==> src/rtl/sfe_pkg.sv <==
// Shared types and constants of the SBUS frame encoder.
// Used by the interfaces and by every module of the block; depends on nothing.
package sfe_pkg;

  localparam int PULSE_W        = 12;
  localparam int CODE_W         = 11;
  localparam int BYTE_W         = 8;
  localparam int COUNT_W        = 5;
  localparam int ANALOG_IDX_W   = 4;
  localparam int NUM_W          = 23;
  localparam int ACC_W          = CODE_W + BYTE_W - 1;
  localparam int ANALOG_CHANNELS = 16;
  localparam int TOTAL_CHANNELS  = 18;
  localparam int QUEUE_DEPTH    = 2;
  localparam int APB_ADDR_W     = 3;
  localparam int APB_DATA_W     = 32;

  localparam logic [BYTE_W-1:0]  SYNC_BYTE         = 8'h0F;
  localparam logic [BYTE_W-1:0]  END_BYTE          = 8'h00;
  localparam logic [PULSE_W-1:0] DIGITAL_THRESHOLD = 12'd1500;
  localparam logic [CODE_W-1:0]  CODE_MIN          = 11'd192;
  localparam logic [CODE_W-1:0]  CODE_MAX          = 11'd1792;
  localparam logic [CODE_W-1:0]  CODE_SPAN         = 11'd1600;
  localparam logic [PULSE_W-1:0] MIN_PULSE_RESET   = 12'd1000;
  localparam logic [PULSE_W-1:0] MAX_PULSE_RESET   = 12'd2000;

  // Register indexes on the configuration port.
  localparam logic REG_MIN_PULSE = 1'b0;
  localparam logic REG_MAX_PULSE = 1'b1;

  typedef enum logic {
    CMD_ANALOG,
    CMD_FLAG
  } cmd_kind_t;

  // One classified channel, handed from the front end to the back end.
  typedef struct packed {
    cmd_kind_t                kind;
    logic [ANALOG_IDX_W-1:0]  index;
    logic                     empty_range;
    logic [PULSE_W-1:0]       offset;
    logic [PULSE_W-1:0]       span;
    logic                     level;
    logic                     frame_end;
  } cmd_t;

  typedef struct packed {
    logic [PULSE_W-1:0] offset;
    logic [PULSE_W-1:0] span;
  } scale_req_t;

endpackage

==> src/rtl/sfe_if.sv <==
// Valid/ready stream interfaces for the pulse input and the frame byte output.
// Depends on sfe_pkg for the field widths.
interface sfe_in_if;
  logic                         valid;
  logic                         ready;
  logic [sfe_pkg::PULSE_W-1:0]  pulse_us;

  modport source (output valid, output pulse_us, input ready);
  modport sink   (input valid, input pulse_us, output ready);
endinterface

interface sfe_out_if;
  logic                        valid;
  logic                        ready;
  logic [sfe_pkg::BYTE_W-1:0]  frame_byte;
  logic                        last_byte;

  modport source (output valid, output frame_byte, output last_byte, input ready);
  modport sink   (input valid, input frame_byte, input last_byte, output ready);
endinterface

==> src/rtl/sfe_front.sv <==
// Front end: accepts channel pulse widths, counts channels and classifies each one.
// Depends on sfe_pkg and sfe_in_if.
module sfe_front (
  input  logic                        clk,
  input  logic                        rst,
  sfe_in_if.sink                      pulse_in,
  input  logic [sfe_pkg::PULSE_W-1:0] min_pulse,
  input  logic [sfe_pkg::PULSE_W-1:0] max_pulse,
  input  logic                        full,
  output logic                        push,
  output sfe_pkg::cmd_t               push_cmd
);

  logic [sfe_pkg::COUNT_W-1:0] channel_count;
  logic [sfe_pkg::PULSE_W-1:0] clamped;
  logic                        is_analog;
  logic                        is_last;

  assign pulse_in.ready = !full;
  assign push           = pulse_in.valid && !full;

  assign is_analog = channel_count < sfe_pkg::COUNT_W'(sfe_pkg::ANALOG_CHANNELS);
  assign is_last   = channel_count == sfe_pkg::COUNT_W'(sfe_pkg::TOTAL_CHANNELS - 1);

  always_comb begin
    if (pulse_in.pulse_us < min_pulse) begin
      clamped = min_pulse;
    end else if (pulse_in.pulse_us > max_pulse) begin
      clamped = max_pulse;
    end else begin
      clamped = pulse_in.pulse_us;
    end
  end

  always_comb begin
    push_cmd.kind        = is_analog ? sfe_pkg::CMD_ANALOG : sfe_pkg::CMD_FLAG;
    // Digital channels use the low index bit to pick their flag.
    push_cmd.index       = channel_count[sfe_pkg::ANALOG_IDX_W-1:0];
    push_cmd.empty_range = max_pulse <= min_pulse;
    push_cmd.offset      = clamped - min_pulse;
    push_cmd.span        = max_pulse - min_pulse;
    push_cmd.level       = pulse_in.pulse_us >= sfe_pkg::DIGITAL_THRESHOLD;
    push_cmd.frame_end   = is_last;
  end

  always_ff @(posedge clk) begin
    if (rst) begin
      channel_count <= '0;
    end else if (push) begin
      if (is_last) begin
        channel_count <= '0;
      end else begin
        channel_count <= channel_count + sfe_pkg::COUNT_W'(1);
      end
    end
  end

endmodule

==> src/rtl/sfe_queue.sv <==
// Short command queue between the front end and the back end.
// Depends on sfe_pkg for the command type.
module sfe_queue #(
  parameter int DEPTH = sfe_pkg::QUEUE_DEPTH
) (
  input  logic          clk,
  input  logic          rst,
  input  logic          push,
  input  sfe_pkg::cmd_t push_cmd,
  output logic          full,
  input  logic          pop,
  output sfe_pkg::cmd_t pop_cmd,
  output logic          empty
);

  localparam int PTR_W = (DEPTH > 1) ? $clog2(DEPTH) : 1;
  localparam int CNT_W = $clog2(DEPTH + 1);

  sfe_pkg::cmd_t    slots [DEPTH];
  logic [PTR_W-1:0] wr_ptr;
  logic [PTR_W-1:0] rd_ptr;
  logic [CNT_W-1:0] count;

  assign full    = count == CNT_W'(DEPTH);
  assign empty   = count == '0;
  assign pop_cmd = slots[rd_ptr];

  always_ff @(posedge clk) begin
    if (push) begin
      slots[wr_ptr] <= push_cmd;
    end
  end

  always_ff @(posedge clk) begin
    if (rst) begin
      wr_ptr <= '0;
      rd_ptr <= '0;
      count  <= '0;
    end else begin
      if (push) begin
        wr_ptr <= (wr_ptr == PTR_W'(DEPTH - 1)) ? '0 : wr_ptr + PTR_W'(1);
      end
      if (pop) begin
        rd_ptr <= (rd_ptr == PTR_W'(DEPTH - 1)) ? '0 : rd_ptr + PTR_W'(1);
      end
      if (push && !pop) begin
        count <= count + CNT_W'(1);
      end else if (pop && !push) begin
        count <= count - CNT_W'(1);
      end
    end
  end

endmodule

==> src/rtl/sfe_scaler.sv <==
// Scaling unit: multiplies the pulse offset by the code span, divides by the
// pulse span one quotient bit per cycle, rounds to nearest, ties to even, and
// adds the lowest code, clamped to the highest code. Depends on sfe_pkg.
module sfe_scaler (
  input  logic                       clk,
  input  logic                       rst,
  input  logic                       start,
  input  sfe_pkg::scale_req_t        req,
  output logic                       done,
  output logic [sfe_pkg::CODE_W-1:0] code
);

  localparam int STEP_W = $clog2(sfe_pkg::NUM_W);

  typedef enum logic [1:0] {
    S_IDLE,
    S_MUL,
    S_DIV,
    S_ROUND
  } state_t;

  state_t                      state;
  logic [sfe_pkg::PULSE_W-1:0] offset;
  logic [sfe_pkg::PULSE_W-1:0] span;
  logic [sfe_pkg::NUM_W-1:0]   quot;
  logic [sfe_pkg::PULSE_W-1:0] rem;
  logic [STEP_W-1:0]           step;

  logic [sfe_pkg::PULSE_W:0]   rem_sh;
  logic                        ge;
  logic [sfe_pkg::PULSE_W-1:0] rem_next;
  logic [sfe_pkg::CODE_W-1:0]  q;
  logic [sfe_pkg::PULSE_W:0]   twice_rem;
  logic                        round_up;
  logic [sfe_pkg::CODE_W:0]    rounded;

  // Restoring division step: the remainder always stays below the divisor.
  assign rem_sh   = {rem, quot[sfe_pkg::NUM_W-1]};
  assign ge       = rem_sh >= {1'b0, span};
  assign rem_next = ge ? sfe_pkg::PULSE_W'(rem_sh - {1'b0, span})
                       : rem_sh[sfe_pkg::PULSE_W-1:0];

  assign q         = quot[sfe_pkg::CODE_W-1:0];
  assign twice_rem = {rem, 1'b0};
  assign round_up  = (twice_rem > {1'b0, span}) || ((twice_rem == {1'b0, span}) && q[0]);
  assign rounded   = {1'b0, q} + (sfe_pkg::CODE_W + 1)'(round_up)
                   + {1'b0, sfe_pkg::CODE_MIN};

  always_ff @(posedge clk) begin
    if (rst) begin
      state <= S_IDLE;
      done  <= 1'b0;
    end else begin
      done <= 1'b0;
      case (state)
        S_IDLE: begin
          if (start) begin
            offset <= req.offset;
            span   <= req.span;
            state  <= S_MUL;
          end
        end
        S_MUL: begin
          quot  <= sfe_pkg::NUM_W'(offset) * sfe_pkg::NUM_W'(sfe_pkg::CODE_SPAN);
          rem   <= '0;
          step  <= '0;
          state <= S_DIV;
        end
        S_DIV: begin
          quot <= {quot[sfe_pkg::NUM_W-2:0], ge};
          rem  <= rem_next;
          step <= step + STEP_W'(1);
          if (step == STEP_W'(sfe_pkg::NUM_W - 1)) begin
            state <= S_ROUND;
          end
        end
        S_ROUND: begin
          if (rounded > {1'b0, sfe_pkg::CODE_MAX}) begin
            code <= sfe_pkg::CODE_MAX;
          end else begin
            code <= rounded[sfe_pkg::CODE_W-1:0];
          end
          done  <= 1'b1;
          state <= S_IDLE;
        end
        default: begin
          state <= S_IDLE;
        end
      endcase
    end
  end

endmodule

==> src/rtl/sfe_back.sv <==
// Back end: executes queued channel commands, keeps the channel codes and flags,
// and sends the 25-byte frame through a registered output.
// Depends on sfe_pkg, sfe_out_if and sfe_scaler.
module sfe_back (
  input  logic          clk,
  input  logic          rst,
  input  logic          empty,
  input  sfe_pkg::cmd_t pop_cmd,
  output logic          pop,
  sfe_out_if.source     frame_out
);

  typedef enum logic [2:0] {
    ST_IDLE,
    ST_DIV,
    ST_SYNC,
    ST_FETCH,
    ST_LOAD,
    ST_PACK,
    ST_FLAGS,
    ST_END
  } state_t;

  localparam int ACC_W  = sfe_pkg::ACC_W;
  localparam int CNT_W  = $clog2(ACC_W + 1);
  localparam int IDX_W  = sfe_pkg::ANALOG_IDX_W + 1;

  state_t                             state;
  logic [sfe_pkg::CODE_W-1:0]         codes [sfe_pkg::ANALOG_CHANNELS];
  logic [sfe_pkg::CODE_W-1:0]         rd_data;
  logic [1:0]                         digital_flags;
  logic [sfe_pkg::ANALOG_IDX_W-1:0]   cur_index;
  logic [IDX_W-1:0]                   code_idx;
  logic [ACC_W-1:0]                   acc;
  logic [CNT_W-1:0]                   cnt;
  logic                               out_valid;
  logic [sfe_pkg::BYTE_W-1:0]         out_byte;
  logic                               out_last;
  logic                               can_send;
  logic                               out_load;

  logic                               scale_start;
  sfe_pkg::scale_req_t                scale_req;
  logic                               scale_done;
  logic [sfe_pkg::CODE_W-1:0]         scale_code;

  logic                               code_we;
  logic [sfe_pkg::ANALOG_IDX_W-1:0]   code_waddr;
  logic [sfe_pkg::CODE_W-1:0]         code_wdata;

  assign can_send = !out_valid || frame_out.ready;
  assign pop      = (state == ST_IDLE) && !empty;

  // A new frame byte enters the output register in this cycle.
  assign out_load = can_send && ((state == ST_SYNC) || (state == ST_FLAGS) ||
                    (state == ST_END) ||
                    ((state == ST_PACK) && (cnt >= CNT_W'(sfe_pkg::BYTE_W))));

  assign scale_start      = pop && (pop_cmd.kind == sfe_pkg::CMD_ANALOG) && !pop_cmd.empty_range;
  assign scale_req.offset = pop_cmd.offset;
  assign scale_req.span   = pop_cmd.span;

  sfe_scaler u_scaler (
    .clk   (clk),
    .rst   (rst),
    .start (scale_start),
    .req   (scale_req),
    .done  (scale_done),
    .code  (scale_code)
  );

  // An empty pulse range writes the lowest code at once; otherwise the code
  // is written when the scaler finishes.
  always_comb begin
    if (scale_done) begin
      code_we    = 1'b1;
      code_waddr = cur_index;
      code_wdata = scale_code;
    end else begin
      code_we    = pop && (pop_cmd.kind == sfe_pkg::CMD_ANALOG) && pop_cmd.empty_range;
      code_waddr = pop_cmd.index;
      code_wdata = sfe_pkg::CODE_MIN;
    end
  end

  always_ff @(posedge clk) begin
    if (code_we) begin
      codes[code_waddr] <= code_wdata;
    end
    rd_data <= codes[code_idx[sfe_pkg::ANALOG_IDX_W-1:0]];
  end

  always_ff @(posedge clk) begin
    if (rst) begin
      state         <= ST_IDLE;
      out_valid     <= 1'b0;
      digital_flags <= '0;
    end else begin
      if (out_load) begin
        out_valid <= 1'b1;
      end else if (frame_out.ready) begin
        out_valid <= 1'b0;
      end
      case (state)
        ST_IDLE: begin
          if (pop) begin
            if (pop_cmd.kind == sfe_pkg::CMD_ANALOG) begin
              cur_index <= pop_cmd.index;
              if (!pop_cmd.empty_range) begin
                state <= ST_DIV;
              end
            end else begin
              digital_flags[pop_cmd.index[0]] <= pop_cmd.level;
              if (pop_cmd.frame_end) begin
                state <= ST_SYNC;
              end
            end
          end
        end
        ST_DIV: begin
          if (scale_done) begin
            state <= ST_IDLE;
          end
        end
        ST_SYNC: begin
          if (can_send) begin
            out_byte  <= sfe_pkg::SYNC_BYTE;
            out_last  <= 1'b0;
            code_idx  <= '0;
            acc       <= '0;
            cnt       <= '0;
            state     <= ST_FETCH;
          end
        end
        ST_FETCH: begin
          // The code memory read is registered, so wait here for the read data.
          state <= ST_LOAD;
        end
        ST_LOAD: begin
          acc      <= acc | (ACC_W'(rd_data) << cnt);
          cnt      <= cnt + CNT_W'(sfe_pkg::CODE_W);
          code_idx <= code_idx + IDX_W'(1);
          state    <= ST_PACK;
        end
        ST_PACK: begin
          if (cnt >= CNT_W'(sfe_pkg::BYTE_W)) begin
            if (can_send) begin
              out_byte  <= acc[sfe_pkg::BYTE_W-1:0];
              out_last  <= 1'b0;
              acc       <= acc >> sfe_pkg::BYTE_W;
              cnt       <= cnt - CNT_W'(sfe_pkg::BYTE_W);
            end
          end else if (code_idx == IDX_W'(sfe_pkg::ANALOG_CHANNELS)) begin
            state <= ST_FLAGS;
          end else begin
            state <= ST_FETCH;
          end
        end
        ST_FLAGS: begin
          if (can_send) begin
            out_byte  <= {{(sfe_pkg::BYTE_W - 2){1'b0}}, digital_flags};
            out_last  <= 1'b0;
            state     <= ST_END;
          end
        end
        ST_END: begin
          if (can_send) begin
            out_byte  <= sfe_pkg::END_BYTE;
            out_last  <= 1'b1;
            state     <= ST_IDLE;
          end
        end
        default: begin
          state <= ST_IDLE;
        end
      endcase
    end
  end

  assign frame_out.valid      = out_valid;
  assign frame_out.frame_byte = out_byte;
  assign frame_out.last_byte  = out_last;

`ifndef NO_ASSERTIONS
  a_last_is_end: assert property (@(posedge clk) disable iff (rst)
    out_valid && out_last |-> out_byte == sfe_pkg::END_BYTE)
    else $error("last byte of frame is not the end byte");

  a_acc_bound: assert property (@(posedge clk) disable iff (rst)
    state == ST_PACK |-> cnt <= CNT_W'(ACC_W))
    else $error("bit accumulator overflow");

  a_code_range: assert property (@(posedge clk) disable iff (rst)
    scale_done |-> scale_code >= sfe_pkg::CODE_MIN && scale_code <= sfe_pkg::CODE_MAX)
    else $error("scaled code out of range");

  a_done_in_div: assert property (@(posedge clk) disable iff (rst)
    scale_done |-> state == ST_DIV)
    else $error("scaler finished while no division was pending");
`endif

endmodule

==> src/rtl/sbus_frame_encoder_core.sv <==
// SBUS frame encoder: top level with the APB configuration registers.
// Depends on sfe_pkg, sfe_if, sfe_front, sfe_queue and sfe_back.
//
// Feed 18 channel pulse widths in microseconds, channel 0 first. Channels 0 to 15
// are clamped to [min_pulse_us, max_pulse_us] and scaled to 192..1792 (round to
// nearest, ties to even); an empty range gives 192. Channels 16 and 17 become
// flags (1 at 1500 us or more). After channel 17 the block sends the 25-byte frame,
// with last_byte set on the closing zero byte. An analog channel waits for the
// shift-subtract divider, which produces one quotient bit per cycle; a digital
// channel needs no division. A two-entry command queue lets the input keep
// accepting while the divider or the frame output is busy. Codes are kept between
// frames but each frame rewrites all of them before they are read; there is no
// clearing pass after reset.
module sbus_frame_encoder_core #(
  parameter int QUEUE_DEPTH = sfe_pkg::QUEUE_DEPTH
) (
  input  logic                           clk,
  input  logic                           rst,
  sfe_in_if.sink                         pulse_in,
  sfe_out_if.source                      frame_out,
  input  logic                           psel,
  input  logic                           penable,
  input  logic                           pwrite,
  input  logic [sfe_pkg::APB_ADDR_W-1:0] paddr,
  input  logic [sfe_pkg::APB_DATA_W-1:0] pwdata,
  output logic [sfe_pkg::APB_DATA_W-1:0] prdata,
  output logic                           pready
);

  logic [sfe_pkg::PULSE_W-1:0] min_pulse_us;
  logic [sfe_pkg::PULSE_W-1:0] max_pulse_us;
  logic                        reg_index;

  logic                        push;
  sfe_pkg::cmd_t               push_cmd;
  logic                        full;
  logic                        pop;
  sfe_pkg::cmd_t               pop_cmd;
  logic                        empty;

  assign pready    = 1'b1;
  assign reg_index = paddr[2];

  always_ff @(posedge clk) begin
    if (rst) begin
      min_pulse_us <= sfe_pkg::MIN_PULSE_RESET;
      max_pulse_us <= sfe_pkg::MAX_PULSE_RESET;
    end else if (psel && penable && pwrite) begin
      case (reg_index)
        sfe_pkg::REG_MIN_PULSE: min_pulse_us <= pwdata[sfe_pkg::PULSE_W-1:0];
        sfe_pkg::REG_MAX_PULSE: max_pulse_us <= pwdata[sfe_pkg::PULSE_W-1:0];
        default: begin
        end
      endcase
    end
  end

  always_comb begin
    case (reg_index)
      sfe_pkg::REG_MIN_PULSE: prdata = sfe_pkg::APB_DATA_W'(min_pulse_us);
      sfe_pkg::REG_MAX_PULSE: prdata = sfe_pkg::APB_DATA_W'(max_pulse_us);
      default:                prdata = '0;
    endcase
  end

  sfe_front u_front (
    .clk       (clk),
    .rst       (rst),
    .pulse_in  (pulse_in),
    .min_pulse (min_pulse_us),
    .max_pulse (max_pulse_us),
    .full      (full),
    .push      (push),
    .push_cmd  (push_cmd)
  );

  sfe_queue #(
    .DEPTH (QUEUE_DEPTH)
  ) u_queue (
    .clk      (clk),
    .rst      (rst),
    .push     (push),
    .push_cmd (push_cmd),
    .full     (full),
    .pop      (pop),
    .pop_cmd  (pop_cmd),
    .empty    (empty)
  );

  sfe_back u_back (
    .clk       (clk),
    .rst       (rst),
    .empty     (empty),
    .pop_cmd   (pop_cmd),
    .pop       (pop),
    .frame_out (frame_out)
  );

endmodule

==> src/flat_wrapper.sv <==
// flat-port wrapper written by rule: the top's interface ports become plain ports
module sbus_frame_encoder_core_flat 
#(
  parameter int QUEUE_DEPTH = sfe_pkg::QUEUE_DEPTH
)
  (clk, rst, psel, penable, pwrite, paddr, pwdata, prdata, pready, pulse_in_valid, pulse_in_pulse_us, pulse_in_ready, frame_out_valid, frame_out_frame_byte, frame_out_last_byte, frame_out_ready);
  sfe_in_if pulse_in_i ();
  sfe_out_if frame_out_i ();
  input  logic clk;
  input  logic rst;
  input  logic psel;
  input  logic penable;
  input  logic pwrite;
  input  logic [sfe_pkg::APB_ADDR_W-1:0] paddr;
  input  logic [sfe_pkg::APB_DATA_W-1:0] pwdata;
  output logic [sfe_pkg::APB_DATA_W-1:0] prdata;
  output logic pready;
  input wire logic [$bits(pulse_in_i.valid)-1:0] pulse_in_valid;
  input wire logic [$bits(pulse_in_i.pulse_us)-1:0] pulse_in_pulse_us;
  output wire logic [$bits(pulse_in_i.ready)-1:0] pulse_in_ready;
  output wire logic [$bits(frame_out_i.valid)-1:0] frame_out_valid;
  output wire logic [$bits(frame_out_i.frame_byte)-1:0] frame_out_frame_byte;
  output wire logic [$bits(frame_out_i.last_byte)-1:0] frame_out_last_byte;
  input wire logic [$bits(frame_out_i.ready)-1:0] frame_out_ready;
  assign pulse_in_i.valid = pulse_in_valid;
  assign pulse_in_i.pulse_us = pulse_in_pulse_us;
  assign pulse_in_ready = pulse_in_i.ready;
  assign frame_out_valid = frame_out_i.valid;
  assign frame_out_frame_byte = frame_out_i.frame_byte;
  assign frame_out_last_byte = frame_out_i.last_byte;
  assign frame_out_i.ready = frame_out_ready;
  sbus_frame_encoder_core #(.QUEUE_DEPTH(QUEUE_DEPTH)) u_core (.clk(clk), .rst(rst), .pulse_in(pulse_in_i), .frame_out(frame_out_i), .psel(psel), .penable(penable), .pwrite(pwrite), .paddr(paddr), .pwdata(pwdata), .prdata(prdata), .pready(pready));
endmodule
==> config.mk <==
export PLATFORM = sky130hd
export DESIGN_NAME = sbus_frame_encoder_core_flat
export DESIGN_NICKNAME = d
export VERILOG_FILES = /design/src/rtl/sfe_pkg.sv /design/src/rtl/sfe_if.sv /design/src/rtl/sfe_front.sv /design/src/rtl/sfe_queue.sv /design/src/rtl/sfe_scaler.sv /design/src/rtl/sfe_back.sv /design/src/rtl/sbus_frame_encoder_core.sv /design/src/flat_wrapper.sv
export SDC_FILE = /design/constraint.sdc
export NUM_CORES = 1
export LEC_CHECK = 0
export ABC_AREA = 0
export BUFFER_PORTS_ARGS = -buffer_cell sky130_fd_sc_hd__buf_2
export CORE_ASPECT_RATIO = 1.5
export CORE_MARGIN = 5
export CORE_UTILIZATION = 40
export DETAILED_ROUTE_END_ITERATION = 7
export PLACE_DENSITY_LB_ADDON = 0.2
export SLEW_MARGIN = 10
export SYNTH_ARGS = -nofsm -noshare
export SYNTH_HDL_FRONTEND = slang
export SYNTH_SLANG_ARGS = --single-unit
==> constraint.sdc <==
create_clock -name clk -period 8.95 [get_ports clk]
set_input_delay 0.4475 -clock clk [delete_from_list [all_inputs] [get_ports clk]]
set_output_delay 0.4475 -clock clk [all_outputs]
set_load 0.01 [all_outputs]
# ---- Word level (Yosys, flattened, before mapping)
# Memory sizes are Yosys's and may differ from the RTL's. A register that Yosys moved wholly into a read port is not among the register bits.
# Index checks and enable logic that the tools add are counted.
dict set report word_totals {
  mem_bits_rw 240
  input_bits 54
  memories 2
  out_inout_bits 44
  register_bits 158
}
dict set report classes {
  shift 1
  n_reduce_logical 48
  mux 61
  order_cmp 11
  bitwise_logic 4
  addsub 14
  n_eq_ne 27
  n_mul 1
}
# name words width rd rd_clocked_by_memory_dff write_ports line_no
set memory_table {}
lappend memory_table {u_core.u_back.codes 16 11 1 1 1 sfe_back.sv:29} ;# logic [sfe_pkg::CODE_W-1:0] codes [sfe_pkg::ANALOG_CHANNELS];
lappend memory_table {u_core.u_queue.slots 2 32 1 1 1 sfe_queue.sv:19} ;# sfe_pkg::cmd_t slots [DEPTH];
# op n
set op_table {}
lappend op_table {{32-bit case mux with 2 select lines} 1}
lappend op_table {{18-bit two-way mux} 3}
lappend op_table {{18-bit case mux with 3 select lines} 1}
lappend op_table {{23-bit case mux with 2 select lines} 1}
lappend op_table {{8-bit two-way mux} 5}
lappend op_table {{12-bit two-way mux} 3}
lappend op_table {{12-bit subtractor} 3}
lappend op_table {{8-bit case mux with 4 select lines} 1}
lappend op_table {{3-bit two-way mux} 10}
lappend op_table {{12-bit case mux with 2 select lines} 1}
lappend op_table {{3-bit case mux with 8 select lines} 1}
lappend op_table {{5-bit two-way mux} 4}
lappend op_table {{5-bit case mux with 2 select lines} 2}
lappend op_table {{18-bit bitwise OR} 1}
lappend op_table {{11-bit by 5-bit << shifter with 18-bit output} 1}
lappend op_table {{12-bit by 5-bit multiplier with 17-bit output (second input constant)} 1}
lappend op_table {{1-bit two-way mux} 17}
lappend op_table {{5-bit by 1-bit adder with 5-bit output (second input constant)} 3}
lappend op_table {{5-bit equality test (second input constant)} 3}
lappend op_table {{5-bit case mux with 3 select lines} 1}
lappend op_table {{2-bit != test (second input constant)} 7}
lappend op_table {{13-bit by 12-bit equality test with 1-bit output} 1}
lappend op_table {{13-bit by 12-bit >= comparator with 1-bit output} 1}
lappend op_table {{13-bit by 12-bit > comparator with 1-bit output} 1}
lappend op_table {{47 further kinds} 94}

# ---- Logic depth before layout (Yosys ltp)
# Gate-level depths: netlist of the first run.
dict set report logic_depth {
  ltp_word 8
  depth_mapped 19
  ltp_nobuf 18
}

# ---- Modules after synthesis
# From an unflattened synthesis of the first run, not the netlist that was laid out.
dict set report unflattened {
  hier_cells 1599
  area_unflattened_um2 21139.0
}
# module n_inst cells_per_inst seq_area_each_um2 area_each_um2
set by_module_without_submodules {}
lappend by_module_without_submodules {sfe_back 1 597 6856.6 10153.5}
lappend by_module_without_submodules {sfe_scaler 1 459 2312.2 5031.1}
lappend by_module_without_submodules {sfe_queue 1 122 2021.9 2517.4}
lappend by_module_without_submodules {sfe_front 1 287 100.1 2149.6}
lappend by_module_without_submodules {sbus_frame_encoder_core 1 134 480.5 1287.5}

# ---- Worst setup path before layout of the first run
# OpenSTA, ideal clock, no wires.
dict set report synth_path {
  kind {reg2reg}
  from {reg u_core.u_back.u_scaler.rem[5] in the netlist's numbering}
  to {reg u_core.u_back.u_scaler.code[0] in the netlist's numbering, data pin}
  slack_ps 5021
  t_arrival_ps 3674
  path_stages_with_launch 16
  setup_time_ps 255
  required_time_ps 8695
  path_buffers 1
  cell_sequence {edfxtp_1 -> ha_1 -> a21o_1 -> a21oi_1 -> o21bai_1 -> a211oi_1 -> buf_2 -> a22oi_1 -> ha_1 -> ha_1 -> nand3_2 -> nor2_1 -> or3_1 -> or3b_1 -> a221o_1 -> and3_1}
}
dict set report synth_via {
  elab_chain_len 6
  word_cells_on_any_way 7
}
# element line_no
set synth_lines {}
lappend synth_lines {{start, declared} sfe_scaler.sv:26} ;# logic [sfe_pkg::PULSE_W-1:0] rem;
lappend synth_lines {{start signal, assigned} sfe_scaler.sv:71} ;# rem <= rem_next;
lappend synth_lines {{branches (longest 2 deep; another with 13-bit by 12-bit > comparator with 1-bit output)} -}
lappend synth_lines {{1-bit logical OR *} sfe_scaler.sv:45} ;# assign round_up = (twice_rem > {1'b0, span}) || ((twice_rem == {1'b0, span}) && q[0]);
lappend synth_lines {{11-bit by 1-bit adder with 12-bit output *} sfe_scaler.sv:46} ;# assign rounded = {1'b0, q} + (sfe_pkg::CODE_W + 1)'(round_up)
lappend synth_lines {{12-bit by 8-bit adder with 12-bit output *} sfe_scaler.sv:47} ;# + {1'b0, sfe_pkg::CODE_MIN};
lappend synth_lines {{12-bit by 11-bit > comparator with 1-bit output} sfe_scaler.sv:78} ;# if (rounded > {1'b0, sfe_pkg::CODE_MAX}) begin
lappend synth_lines {{end signal, assigned} sfe_scaler.sv:79} ;# code <= sfe_pkg::CODE_MAX;
lappend synth_lines {{end signal, assigned} sfe_scaler.sv:81} ;# code <= rounded[sfe_pkg::CODE_W-1:0];
lappend synth_lines {{end, declared} sfe_scaler.sv:10} ;# output logic [sfe_pkg::CODE_W-1:0] code
# Every way passes the cells marked *.
# A chain may end at the register's enable or synchronous reset.

==> qor.yml, run 1 <==
run_status:
  outcome: "finished, final reports clean"
clock_network:
  path_clk_slew_ps: 60
  cts_sinks: 410
  htree_levels: 2
  clk_latency_ps: 560
  clockBufferDepth: 3
  cts_setup_buffers: 0
  post_cts_resized: 0
  root_buffer: "clkbuf_16"
  ctsHoldBuffers: 0
  cts_tree: "built"
  cts_buffers: 42
route:
  vias: 12595
  wire_per_inst_um: 18.9
  drc: 0
  first_pass_iters: 5
  viasPerCell: 5.27
  drtAntennaViolNets: 0
  drt-initial-drc-count: 574
  wirelength_um: 45100
sta:
  tns_ps: 0
  fin_skew_ps: 17.9
  slew_headroom_pct: 26.3
  fmax_mhz: 209
  tightest_slew_ps: 1100
  slew_viol_final: 0
  rsz0062_at_grt: "false"
  setup_viol: 0
  hold_viol_final: 0
  post-route-period-util_pct: 53.6
  finalCriticalPeriod_ps: 4790
floorplan:
  dieArea_um2: 56500
  pin_count: 98
  fp.dieH_um: 289
  core_um2: 51400
  row_count: 102
  start_util_pct: 40.2
  die_x_um: 196
layout:
  utilization_pct: 44.8
  fin_nets: 1859
  diodes: 0
  final_layout_size_suffix_gt1_share_pct: 15.8
  area_delta_synth_final_pct: 11.4
  final_area_um2: 23100
power_and_ir_drop:
  p_int_w: 0.00401
  p_per_area_nw_per_um2: 247
  p_leak_nw: 8.30
  seq_power_share_pct: 44.0
  ir_drop_mv: 0.129
  power.total_w: 0.00570
  p_comb_share_pct: 24.9
  power.switching_w: 0.00169
  p_clk_share_pct: 31.1
  switching_share_pct: 29.6
critical_path:
  criticalPathCategory: "reg2reg"
  cpPeakStageDelay_ps: 740
  worst-path-max-fanout: 24
  crit_buf_inv: 1
  critPathCaptureType: "register"
  cp_slowest_cell: "or4_1"
  cp.required_ps: 9320
  cp.arrival_ps: 5160
  start_kind: "register"
  crit_family: "compound AO/OA/AOI/OAI gates"
  path_cells: "inv_1, ha_1, a21boi_1, o21ai_0, a2111oi_0, or4_1, o211ai_1, o21ai_1, ha_1, fa_1, nor2b_1, o21ai_0, nand2b_1, a21o_1, a21o_1, a2111o_1, o211ai_1"
global_route:
  grt_start_max_net_pins: 48
  antenna_found_initial: 0
  grtUsageTotal_pct: 15.8
  grt_pass1_vias: 12845
  grt_pass1_wl_um: 70300
  grt_overflow_total: 0
flow_run:
  cap_violations: 0
synth:
  synthesis.area_um2: 20700
  synth_ff_type: "edfxtp_1"
  synthCells: 1626
  synth_edf_count: 356
  yosysWarningCount: 0
  synth_cell_types: 82
  async_flop_share_pct: 0
  synth_area_per_cell_um2: 12.7
  yosys_register_bits: 410
  ys_seq_area_share_pct: 56.9
placed_design:
  hpwl_um: 31600
  place_area_um2: 21700
  numPortBuffers: 54
  gp_congestion: 0.945
hold_path:
  hold_path_class: "in2reg"
[layer usage]
layer / track usage, % / wire length (um) / share of wire, % / vias up
met5: 0 / 0 / 0 / -
met4: 6.64 / 1950 / 4.3 / 0
met3: 2.57 / 1360 / 3.0 / 91
met2: 30.4 / 24900 / 55 / 199
met1: 16.9 / 16900 / 37 / 6193
li1: - / - / - / 6112
[final timing paths]
check	from	to	slack (ps)	cells after the start
max	u_core.min_pulse_us[1]	u_core.u_queue.slots[1][24]	4160	17
min reg2reg	u_core.min_pulse_us[11]	u_core.min_pulse_us[11]	500	2
min	pwdata[9]	u_core.max_pulse_us[9]	100	2
max reg2reg	u_core.min_pulse_us[1]	u_core.u_queue.slots[1][24]	4160	17
[synthesized netlist by cell type, types with 33 or more instances]
library cell,n,area (um^2)
clkbuf_1,46,173
inv_1,111,417
nor2_1,146,548
a21oi_1,91,455
o21ai_0,66,330
edfxtp_1,356,10700
mux2_2,44,495
dfxtp_1,54,1080
ha_1,114,1430
nand2_1,90,338
nor3_1,33,165
mux4_2,60,1350
[power groups by stage]
| stage | registers, W | logic (W) | clock network, W |
|---|---|---|---|
| 4_1_cts | 0.00251 | 0.00145 | 0.00183 |
| 6_report | 0.00251 | 0.00142 | 0.00177 |
| 3_5_place_dp | 0.00255 | 0.00144 | 0 |
| 2_1_floorplan | 0.00249 | 0.00113 | 0 |
| 5_1_grt | 0.00253 | 0.00159 | 0.00191 |
| 3_3_place_gp | 0.00254 | 0.00142 | 0 |
[per-stage QoR]
step,worst slack (ps),hold slack (ps),std cells
2_1_floorplan,5020,455,1645
3_3_place_gp,4260,471,2313
3_5_place_dp,4210,496,2313
4_1_cts,4170,63.7,2390
5_1_grt,3890,85.7,2390
6_report,4160,104,2390
[registers in the layout, indices dropped and copies added (netlist names), 5 cells and up, named ones only]
signal                              flops
u_core.u_back.code_idx                  5
u_core.u_back.u_scaler.quot            23
u_core.u_back.acc                      18
u_core.u_queue.slots                   64
u_core.u_back.u_scaler.code            11
u_core.u_back.u_scaler.span            12
u_core.u_back.cnt                       5
u_core.u_back.u_scaler.step             5
u_core.u_front.channel_count            5
u_core.u_back.rd_data                  11
u_core.max_pulse_us                    12
u_core.min_pulse_us                    12
u_core.u_back.frame_out.frame_byte      8
u_core.u_back.codes                   176
u_core.u_back.u_scaler.offset          12
u_core.u_back.u_scaler.rem             12
[cells in the final DEF (no fill, tap or decap), types with 14 or more instances in the layout]
master / n
mux4_2: 60
nor2_1: 138
conb_1: 21
mux2i_1: 28
nand2_1: 90
o21a_1: 14
buf_2: 54
xor2_1: 23
o21ai_0: 66
a21oi_1: 91
buf_4: 25
inv_1: 111
nor2b_1: 21
and2_1: 18
mux2_2: 44
nand3_1: 27
xnor2_1: 31
ha_1: 114
nor3_1: 33
a211o_1: 16
dfxtp_1: 54
a21o_1: 16
clkbuf_16: 43
edfxtp_1: 356
[cell families (layout without fill, tap and decap cells)]
logic type | after synthesis | after routing | synth area share, %
buffers and inverters | 200 | 269 | 4.13
xor gates and xnor gates | 54 | 54 | 2.29
muxes | 132 | 132 | 10.3
and+or+nand+nor | 410 | 410 | 9.46
other | 2 | 21 | 0.0363
DFF | 410 | 410 | 56.9
AOI/OAI and AO/OA | 294 | 294 | 9.04
adders and majority gates | 124 | 124 | 7.86
[final cells by class]
| cell class | instances | area (um^2) |
|---|---|---|
| clock buffer | 52 | 1130 |
| clock inverter | 25 | 264 |
| fill | 4633 | 28400 |
| inverter | 113 | 424 |
| multi-input combinational | 1035 | 8160 |
| sequential | 410 | 11800 |
| tap | 676 | 846 |
| timing repair buffer | 79 | 458 |
No activity file was read; power rests on OpenSTA's default activity.
==> run 2: changes to the inputs <==
==> constraint.sdc (replaced) <==
create_clock -name clk -period 4.97 [get_ports clk]
set_input_delay 0.2485 -clock clk [delete_from_list [all_inputs] [get_ports clk]]
set_output_delay 0.2485 -clock clk [all_outputs]
set_load 0.01 [all_outputs]
==> run 2 against run 1 <==
Final cell count grew 0.71%. Sequential power grew 80%. Clock-buffer cell count shrank 2. Critical path depth is the same. Non-clock buffer count grew 16. Combinational power grew 81%. Sequential cell count is the same. Utilization grew 0.46 points. Register-to-register slack lost 3500 ps. Sequential share of layout area shrank 0.52 points. Power grew 83%.
==> qor.yml, run 2 (same netlist as run 1, synthesis figures left out) <==
run_status:
  outcome: "finished, final reports clean"  # unchanged
layout:
  final_cells: 2407  # was 2,390
  diodes: 0  # unchanged
  final_area_um2: 23300  # was 23,100 um^2
  utilization_pct: 45.3  # was 44.8%
  fin_nets: 1875  # was 1,859
  largest_register: "u_core.u_back.codes"  # unchanged
  largestRegisters: "u_core.u_back.codes x176, u_core.u_queue.slots x64, u_core.u_back.u_scaler.quot x23"  # unchanged
  final_layout_size_suffix_gt1_share_pct: 16.2  # was 15.8%
  final_cell_mix: "edfxtp_1 (356), nor2_1 (138), ha_1 (114)"  # unchanged
  area_delta_synth_final_pct: 12.6  # was 11.4%
  largest_register_ffs: 176  # unchanged
  final_common_cell: "edfxtp_1"  # unchanged
clock_network:
  post_cts_resized: 0  # unchanged
  cts_buffers: 42  # unchanged
  clockBufferDepth: 3  # unchanged
  path_clk_slew_ps: 60  # about the same
  cts_tree: "built"  # unchanged
  cts_sinks: 410  # unchanged
  root_buffer: "clkbuf_16"  # unchanged
  htree_levels: 2  # unchanged
  clk_latency_ps: 550  # was 560 ps
critical_path:
  cp.required_ps: 5250  # was 9320 ps
  criticalPathCategory: "reg2reg"  # unchanged
  critPathCaptureType: "register"  # unchanged
  start_kind: "register"  # unchanged
  worst-path-max-fanout: 18  # was 24
  cp.arrival_ps: 4630  # was 5160 ps
floorplan:
  fp.dieH_um: 289  # unchanged
  dieArea_um2: 56500  # unchanged
  die_x_um: 196  # unchanged
  core_um2: 51400  # unchanged
  row_count: 102  # unchanged
  pin_count: 98  # unchanged
  start_util_pct: 40.2  # unchanged
route:
  viasPerCell: 5.25  # was 5.27
  drc: 0  # unchanged
  drtAntennaViolNets: 0  # unchanged
  wire_per_inst_um: 19.0  # was 18.9 um
  first_pass_iters: 5  # unchanged
  vias: 12626  # was 12,595
  drt-initial-drc-count: 604  # was 574
  wirelength_um: 45800  # was 45,100 um
power_and_ir_drop:
  switching_share_pct: 29.5  # was 29.6%
  p_comb_share_pct: 24.6  # was 24.9%
  ir_drop_mv: 0.225  # was 0.129 mV
  seq_power_share_pct: 43.3  # was 44.0%
  p_per_area_nw_per_um2: 448  # was 247 nW/um^2
  p_clk_share_pct: 32.0  # was 31.1%
  power.switching_w: 0.00308  # was 0.00169 W
  p_int_w: 0.00735  # was 0.00401 W
  p_leak_nw: 8.41  # was 8.30 nW
global_route:
  grt_overflow_total: 0  # unchanged
  grtUsageTotal_pct: 16.0  # was 15.8%
  grt_pass1_wl_um: 72000  # was 70,300 um
  grt_start_max_net_pins: 49  # was 48
  antenna_found_initial: 0  # unchanged
  grt_pass1_vias: 13120  # was 12,845
placed_design:
  hpwl_um: 31700  # was 31,600 um
  place_area_um2: 21700  # about the same
  gp_congestion: 0.923  # was 0.945
  numPortBuffers: 54  # unchanged
  place_inst: 2316  # was 2,313
hold_path:
  hold_path_class: "in2reg"  # unchanged
sta:
  post-route-period-util_pct: 87.5  # was 53.6%
  hold_viol_final: 0  # unchanged
  slew_viol_final: 0  # unchanged
  finalCriticalPeriod_ps: 4350  # was 4790 ps
  setup_viol: 0  # unchanged
  tns_ps: 0  # unchanged
  slew_headroom_pct: 30.8  # was 26.3%
  fin_skew_ps: 18.8  # was 17.9 ps
  fmax_mhz: 230  # was 209 MHz
  tightest_slew_ps: 1030  # was 1100 ps
  rsz0062_at_grt: "false"  # unchanged
flow_run:
  cap_violations: 0  # unchanged
-- run 2: cell count changes in the layout (fill, tap and decap cells not counted), sizes merged --
cell,previous run,this run
dlygate4sd3,0,13
buf,79,82
bufinv,5,7
clkbuf,52,50
clkinv,17,19
inv,114,112
clkinvlp,2,3
-- run 2: path summary, 6_finish.rpt --
path	from	to	slack (ps)	cells past startpoint
worst max-delay path	u_core.max_pulse_us[10]	u_core.u_queue.slots[0][25]	620	17
worst min-delay path	pulse_in_pulse_us[11]	u_core.u_queue.slots[0][1]	140	3
worst max register to register	u_core.max_pulse_us[10]	u_core.u_queue.slots[0][25]	620	17
worst min register to register	u_core.u_back.digital_flags[0]	u_core.u_back.digital_flags[0]	500	2
-- run 2: area by class of cell --
class                   count  area, um^2
well taps                 676         846
clock buffers              50        1130
fillers                  4617       28100
repair buffers             95         611
flip-flops and latches    410       11800
multi-input cells        1035        8160
inverters                 113         424
clock inverters            28         347
-- run 2: routing by layer --
metal	GRT usage (%)	part of all wire [%]	vias up	routed length, um
li1	-	-	6138	-
met1	17.5	38	6230	17400
met2	31.5	56	196	25700
met3	2.05	2.9	62	1310
met4	5.47	3.2	0	1450
met5	0	0	-	0
-- run 2: power groups by stage --
stage / Clock [W] / Sequential (W) / Combinational (W)
2_1_floorplan: 0 / 0.00448 / 0.00203
3_3_place_gp: 0 / 0.00458 / 0.00254
3_5_place_dp: 0 / 0.00459 / 0.00259
4_1_cts: 0.00343 / 0.00453 / 0.00261
5_1_grt: 0.00357 / 0.00456 / 0.00289
6_report: 0.00334 / 0.00452 / 0.00257
-- run 2: repair_timing --
action | CTS | global route
hold buffers | 13 | 0
buffers inserted | 0 | 0
hold endpoints to repair | 25 | 0
setup endpoints to repair | 0 | 0
-- run 2: through the flow --
stage	setup WS, ps	total power [W]	hold WS, ps
finish	620	0.0104	142
global placement	745	0.00713	466
global route	230	0.0110	145
floorplan	1040	0.00651	366
CTS	683	0.0106	116
detailed placement	712	0.00718	471
-- run 2: critical path: stages, from the launching register on --
cell	delay, ps
dfxtp_1	460
inv_1	110
ha_1	300
a21o_1	170
a21oi_1	140
a21bo_2	250
o21ai_1	300
buf_4	300
nor2_1	60
a21oi_1	330
a21oi_1	130
ha_1	270
nor2b_1	140
o31a_1	270
o211ai_1	240
o21ai_0	140
a311oi_1	330
xnor2_1	130
